===== src/design/isc_pkg.sv =====
// Shared types and constants for the insertion sorter with counts.
// No dependencies; imported by the top level.
package isc_pkg;

    localparam int unsigned DATA_W = 32;
    localparam int unsigned STAT_W = 12;
    localparam logic [STAT_W-1:0] STAT_MAX = {STAT_W{1'b1}};
    localparam int unsigned OUT_TDATA_W = 64;
    localparam int unsigned OUT_PAD_W = OUT_TDATA_W - (DATA_W + 2 * STAT_W + 1);

    typedef enum logic [2:0] {
        ST_IDLE,
        ST_SHIFT,
        ST_PLACE,
        ST_EMIT_FIRST,
        ST_EMIT_SEND
    } isc_state_t;

    // saturating counter step
    function automatic logic [STAT_W-1:0] sat_inc(input logic [STAT_W-1:0] c);
        logic [STAT_W-1:0] r;
        begin
            r = (c == STAT_MAX) ? c : c + STAT_W'(1);
            return r;
        end
    endfunction

endpackage


===== src/design/isc_ram.sv =====
// Generic simple dual-port RAM: one write port, one read port, registered read.
// No dependencies.
module isc_ram #(
    parameter int unsigned WIDTH = 32,
    parameter int unsigned DEPTH = 64
) (
    input  logic                     clk,
    input  logic                     we,
    input  logic [$clog2(DEPTH)-1:0] waddr,
    input  logic [WIDTH-1:0]         wdata,
    input  logic                     re,
    input  logic [$clog2(DEPTH)-1:0] raddr,
    output logic [WIDTH-1:0]         rdata
);

    logic [WIDTH-1:0] mem [DEPTH];

    always_ff @(posedge clk)
    begin
        if (we)
        begin
            mem[waddr] <= wdata;
        end
        if (re)
        begin
            rdata <= mem[raddr];
        end
    end

endmodule


===== src/design/insertion_sorter_with_counts.sv =====
// Insertion sorter with comparison and move counts. Uses isc_pkg and isc_ram.
// Insertion: the first value of a set is written directly; otherwise one probe read,
// then k shift steps (one RAM read-modify-write per cycle) and a final placement write,
// k being the number of stored elements shifted up. Emission on a last transaction: a
// read set-up step, then one result per cycle while m_axis_tready is high. A full store drops the value.
// Reset (asynchronous, active low) empties the set and sets ascending order.
module insertion_sorter_with_counts
    import isc_pkg::*;
#(
    parameter int unsigned MAX_ITEMS = 64
) (
    input  logic                   clk,
    input  logic                   rst_n,
    input  logic                   cfg_we,
    input  logic                   cfg_wdata,     // ascending_order
    input  logic                   s_axis_tvalid,
    output logic                   s_axis_tready,
    input  logic [DATA_W-1:0]      s_axis_tdata,  // value
    input  logic                   s_axis_tlast,  // last
    output logic                   m_axis_tvalid,
    input  logic                   m_axis_tready,
    // sorted_value[31:0], comparison_count[43:32], move_count[55:44],
    // overflow[56], zero pad above
    output logic [OUT_TDATA_W-1:0] m_axis_tdata,
    output logic                   m_axis_tlast   // last_out
);

    localparam int unsigned ADDR_W = $clog2(MAX_ITEMS);
    localparam int unsigned CNT_W  = $clog2(MAX_ITEMS + 1);

    isc_state_t         state_reg, state_next;
    logic               asc_cfg_reg;
    logic               asc_reg, asc_next;
    logic [DATA_W-1:0]  key_reg, key_next;
    logic               last_reg, last_next;
    logic [ADDR_W-1:0]  pos_reg, pos_next;
    logic [ADDR_W-1:0]  idx_reg, idx_next;
    logic [CNT_W-1:0]   count_reg, count_next;
    logic [STAT_W-1:0]  cmp_reg, cmp_next;
    logic [STAT_W-1:0]  mov_reg, mov_next;
    logic               drop_reg, drop_next;

    logic               ram_we, ram_re;
    logic [ADDR_W-1:0]  ram_waddr, ram_raddr;
    logic [DATA_W-1:0]  ram_wdata, ram_rdata;

    logic               in_fire, out_fire, full, must_move, emit_done;

    isc_ram #(
        .WIDTH (DATA_W),
        .DEPTH (MAX_ITEMS)
    ) u_store (
        .clk   (clk),
        .we    (ram_we),
        .waddr (ram_waddr),
        .wdata (ram_wdata),
        .re    (ram_re),
        .raddr (ram_raddr),
        .rdata (ram_rdata)
    );

    assign s_axis_tready = (state_reg == ST_IDLE);
    assign in_fire       = s_axis_tvalid && s_axis_tready;
    assign m_axis_tvalid = (state_reg == ST_EMIT_SEND);
    assign out_fire      = m_axis_tvalid && m_axis_tready;
    assign full          = (count_reg == CNT_W'(MAX_ITEMS));
    assign emit_done     = ((CNT_W'(idx_reg) + CNT_W'(1)) == count_reg);
    assign must_move     = asc_reg ? ($signed(ram_rdata) > $signed(key_reg))
                                   : ($signed(ram_rdata) < $signed(key_reg));

    assign m_axis_tdata  = {{OUT_PAD_W{1'b0}}, drop_reg, mov_reg, cmp_reg, ram_rdata};
    assign m_axis_tlast  = emit_done;

    // next state
    always_comb
    begin
        state_next = state_reg;
        case (state_reg)
            ST_IDLE:
            begin
                if (in_fire)
                begin
                    if (full || count_reg == '0)
                    begin
                        state_next = s_axis_tlast ? ST_EMIT_FIRST : ST_IDLE;
                    end
                    else
                    begin
                        state_next = ST_SHIFT;
                    end
                end
            end
            ST_SHIFT:
            begin
                if (must_move)
                begin
                    if (pos_reg == ADDR_W'(1))
                    begin
                        state_next = ST_PLACE;
                    end
                end
                else
                begin
                    state_next = last_reg ? ST_EMIT_FIRST : ST_IDLE;
                end
            end
            ST_PLACE:
            begin
                state_next = last_reg ? ST_EMIT_FIRST : ST_IDLE;
            end
            ST_EMIT_FIRST:
            begin
                state_next = ST_EMIT_SEND;
            end
            ST_EMIT_SEND:
            begin
                if (out_fire && emit_done)
                begin
                    state_next = ST_IDLE;
                end
            end
            default:
            begin
                state_next = ST_IDLE;
            end
        endcase
    end

    // datapath and RAM control
    always_comb
    begin
        asc_next   = asc_reg;
        key_next   = key_reg;
        last_next  = last_reg;
        pos_next   = pos_reg;
        idx_next   = idx_reg;
        count_next = count_reg;
        cmp_next   = cmp_reg;
        mov_next   = mov_reg;
        drop_next  = drop_reg;
        ram_we     = 1'b0;
        ram_waddr  = pos_reg;
        ram_wdata  = key_reg;
        ram_re     = 1'b0;
        ram_raddr  = pos_reg - ADDR_W'(2);
        case (state_reg)
            ST_IDLE:
            begin
                if (in_fire)
                begin
                    asc_next  = asc_cfg_reg;
                    key_next  = s_axis_tdata;
                    last_next = s_axis_tlast;
                    if (full)
                    begin
                        drop_next = 1'b1;
                    end
                    else if (count_reg == '0)
                    begin
                        ram_we     = 1'b1;
                        ram_waddr  = '0;
                        ram_wdata  = s_axis_tdata;
                        count_next = CNT_W'(1);
                    end
                    else
                    begin
                        // probe the nearest neighbour
                        pos_next  = count_reg[ADDR_W-1:0];
                        ram_re    = 1'b1;
                        ram_raddr = count_reg[ADDR_W-1:0] - ADDR_W'(1);
                        cmp_next  = sat_inc(cmp_reg);
                    end
                end
            end
            ST_SHIFT:
            begin
                ram_we   = 1'b1;
                ram_waddr = pos_reg;
                mov_next = sat_inc(mov_reg);
                if (must_move)
                begin
                    ram_wdata = ram_rdata;
                    pos_next  = pos_reg - ADDR_W'(1);
                    if (pos_reg != ADDR_W'(1))
                    begin
                        ram_re   = 1'b1;
                        cmp_next = sat_inc(cmp_reg);
                    end
                end
                else
                begin
                    ram_wdata  = key_reg;
                    count_next = count_reg + CNT_W'(1);
                end
            end
            ST_PLACE:
            begin
                ram_we     = 1'b1;
                ram_wdata  = key_reg;
                mov_next   = sat_inc(mov_reg);
                count_next = count_reg + CNT_W'(1);
            end
            ST_EMIT_FIRST:
            begin
                ram_re    = 1'b1;
                ram_raddr = '0;
                idx_next  = '0;
            end
            ST_EMIT_SEND:
            begin
                if (out_fire)
                begin
                    if (emit_done)
                    begin
                        count_next = '0;
                        cmp_next   = '0;
                        mov_next   = '0;
                        drop_next  = 1'b0;
                    end
                    else
                    begin
                        ram_re    = 1'b1;
                        ram_raddr = idx_reg + ADDR_W'(1);
                        idx_next  = idx_reg + ADDR_W'(1);
                    end
                end
            end
            default:
            begin
            end
        endcase
    end

    always_ff @(posedge clk or negedge rst_n)
    begin
        if (!rst_n)
        begin
            state_reg   <= ST_IDLE;
            asc_cfg_reg <= 1'b1;
            count_reg   <= '0;
            cmp_reg     <= '0;
            mov_reg     <= '0;
            drop_reg    <= 1'b0;
        end
        else
        begin
            state_reg <= state_next;
            if (cfg_we)
            begin
                asc_cfg_reg <= cfg_wdata;
            end
            count_reg <= count_next;
            cmp_reg   <= cmp_next;
            mov_reg   <= mov_next;
            drop_reg  <= drop_next;
        end
    end

    always_ff @(posedge clk)
    begin
        asc_reg  <= asc_next;
        key_reg  <= key_next;
        last_reg <= last_next;
        pos_reg  <= pos_next;
        idx_reg  <= idx_next;
    end

endmodule

===== config.mk =====
export PLATFORM = sky130hd
export DESIGN_NAME = insertion_sorter_with_counts
export DESIGN_NICKNAME = d
export VERILOG_FILES = /design/src/design/isc_pkg.sv /design/src/design/isc_ram.sv /design/src/design/insertion_sorter_with_counts.sv
export SDC_FILE = /design/constraint.sdc
export NUM_CORES = 2
export LEC_CHECK = 0
export BUFFER_PORTS_ARGS = -buffer_cell sky130_fd_sc_hd__buf_2
export CORE_MARGIN = 3
export CORE_UTILIZATION = 45
export DETAILED_ROUTE_END_ITERATION = 12
export REMOVE_ABC_BUFFERS = 1
export SLEW_MARGIN = 5
export SYNTH_ARGS = -nofsm -noshare
export SYNTH_HDL_FRONTEND = slang
export SYNTH_HIERARCHICAL = 1
export SYNTH_SLANG_ARGS = --single-unit

===== constraint.sdc =====
create_clock -name clk -period 6.6 [get_ports clk]
set_input_delay 0.66 -clock clk [delete_from_list [all_inputs] [get_ports clk]]
set_output_delay 0.66 -clock clk [all_outputs]
set_load 0.05 [all_outputs]

==> flow_summary.ini <==
[logic_synthesis]
yosys.area.top_type_share_pct = 75.36
synth_enable_flop_cells = 2126
yosysTopAreaCell = edfxtp_1
yosysSeqAreaShare_pct = 76.42
syn_area_per_cell_sq_um = 21.44
synth_cell_types = 79
yosys_warnings = 6
syn_inst = 3951
synthArstFlopShare_pct = 1.665
synth.most_common_cell = edfxtp_1
synth_area_leaders = edfxtp_1, mux4_2, mux2i_1, dfrtp_1, nor2_1
ys_ff_latch = 2162
synth_ff_type = edfxtp_1
netlist_area_sq_mm = 0.08472
yosys-top-cells-count = edfxtp_1, mux4_2, nor2_1

[cts]
clkTransAtPathRegs_ns = 0.06
postCtsSetupBuffers = 0
root_buffer = clkbuf_16
cts_buffer_depth = 3
h-tree-depth = 4
cts_sinks = 2162
clkLatencyLatePin_ns = 0.86
ctsResizeCount = 0
tritoncts = yes
cts_buffers = 214

[final_layout]
nFillCells = 14550
fin_nets = 4336
drive_gt1_share_pct = 28.06
synthToLayoutAreaGrowth_pct = 14.03
largest_reg_flops = 2048

[global_routing]
grt_pass1_vias = 42120
grt_pass1_wl_mm = 322.5
grt_usage_pct = 23.64
antenna_found_initial = 8
grt_start_max_net_pins = 94
overflow = 0

[timing]
worst_clock_skew_ns = 0.07364
tightest_slew_ns = 1.280
post-route-period-util_pct = 87.66
relSlewSlack_pct = 14.63
setup_viol = 0
drv_slew = 0
min_period_ns = 5.786
hold_violations = 0
rsz0062_at_grt = false
worst_slack_ns = 0.8143
fmax_ghz = 0.1728

[die]
rows = 158
io_pins = 106
dieWidth_um = 439.9
core_sq_mm = 0.1862
start_util_pct = 45.49
die_area_sq_mm = 0.1935
chipHeight_um = 439.9

[place]
dp_slack_ns = 0.8688
portBuffers = 98
gp_congestion = 0.8491
dp_hpwl_mm = 135.2

[worst_setup_path]
end_kind = flop
max_stage_delay_ns = 1.02
reg2regPathDepth = 15
crit_slowest_cell = a21oi_1
critPathRequiredTime_ns = 7.14
cp_data_arrival_time_ns = 6.32
startpoint = idx_reg[0]
crit_type = flop to flop
rr_endpoint = u_store/rdata[23]
start_kind = flop
path_cells = ha_1, xnor2_1, xnor2_1, nand4_1, nor4_2, or2_2, nor3_1, o21ai_0, o221ai_4, buf_12, or3b_2, o221ai_1, a21oi_1, a21oi_1, nor2_1
endpoint = u_store/rdata[23]
rr_startpoint = idx_reg[0]
r2r_setup_slack_ns = 0.81
crit_buf_inv = 1
crit_fanout = 69
path_depth = 15
crit_family = compound AO/OA/AOI/OAI gates

[routing]
vias_per_cell = 6.109
dr.first_iter.drc_count = 5197
drc = 0
drtPass1Iterations = 7
wl_per_cell_um = 32.81
ant_nets = 0
drt_wl_total_mm = 227.1
via_count = 42280

[min_path]
holdCritPathClass = primary input to flop

[run_status]
outcome = completed

[run]
maxCapViolCount = 0
==> cells in the final DEF, fill, tap and decap left out, types with 27 or more instances in the layout <==
cell / instances
buf_2: 98
and2_1: 29
o22ai_1: 85
o221ai_1: 27
clkinv_1: 53
edfxtp_1: 2126
nand2_1: 75
buf_12: 31
clkbuf_16: 218
nand3_1: 29
mux2i_1: 95
inv_1: 69
dfrtp_1: 35
clkbuf_1: 49
a21oi_1: 83
mux4_2: 544
buf_4: 151
nor2_1: 126
clkinv_2: 45
ha_1: 41
nor2_4: 62
==> logic make-up after synthesis <==
group / synth area share [%]
mux: 15.63
fa+ha+maj: 0.6055
flops: 76.42
xor+xnor: 0.3855
simple gates: 2.586
buf+inv: 1.663
compound gates: 2.706
other cells: 0.004426
==> area by class of cell <==
type	instances	area, sq um	area share (%)
diodes	2	5.005	0.005181
clock buffers	267	5639	5.837
clock inverters	133	1174	1.215
inverters	70	262.8	0.2720
multi-input cells	1505	19200	19.88
flip-flops and latches	2162	64740	67.02
well taps	2480	3103	3.212
repair buffers	303	2475	2.562
==> worst min path at each step <==
stage               depth (start not counted)     endpoint  slack (ns)              from
global route                                1  key_reg[11]       0.005  s_axis_tdata[11]
floorplan                                   0   cmp_reg[0]        0.36             rst_n
global placement                            2     drop_reg        0.51          drop_reg
detailed placement                          0      asc_reg        0.53       asc_cfg_reg
finish                                      1  key_reg[11]        0.05  s_axis_tdata[11]
CTS                                         1  key_reg[11]       0.002  s_axis_tdata[11]
==> stage by stage <==
stage          area [sq um]  utilization, %  TNS (ns)  instances  hold WS, ns
6_report              96600           51.88         0       6922      0.05212
5_1_grt               96600           51.87         0       6920     0.005146
4_1_cts               96600           51.87         0       6920     0.001853
3_5_place_dp          89560           48.09         0       6497       0.5265
3_3_place_gp          89560           48.09         0       6497       0.5147
2_1_floorplan         83590               -   -845.32       3737       0.3644
==> metal layers <==
layer  share of wire (%)  vias to the layer above  track usage [%]  routed length [um]
met5              0.0057                        -                0                  13
met4                 3.5                        2            8.320                7963
met3                 7.2                      332            3.401               16240
met2                  49                     1772            37.97              111100
met1                  40                    22990            33.39               91820
li1                    -                    17190                -                   -
==> worst register-to-register path: stages, from the launching register on <==
cell,delay [ns]
edfxtp_1,0.48
ha_1,0.28
xnor2_1,0.30
xnor2_1,0.16
nand4_1,0.12
nor4_2,0.34
or2_2,0.33
nor3_1,0.09
o21ai_0,0.32
o221ai_4,0.37
buf_12,0.37
or3b_2,0.79
o221ai_1,0.28
a21oi_1,0.17
a21oi_1,1.02
nor2_1,0.10
==> repair_timing <==
| item | in CTS | in global routing |
|---|---|---|
| endpoints found under the hold margin | 57 | 0 |
| hold buffers | 23 | 0 |
| endpoints found under the setup margin | 0 | 0 |
Power is not shown: default switching activity piles up to over one toggle a cycle in this logic, so the estimate is an artifact.
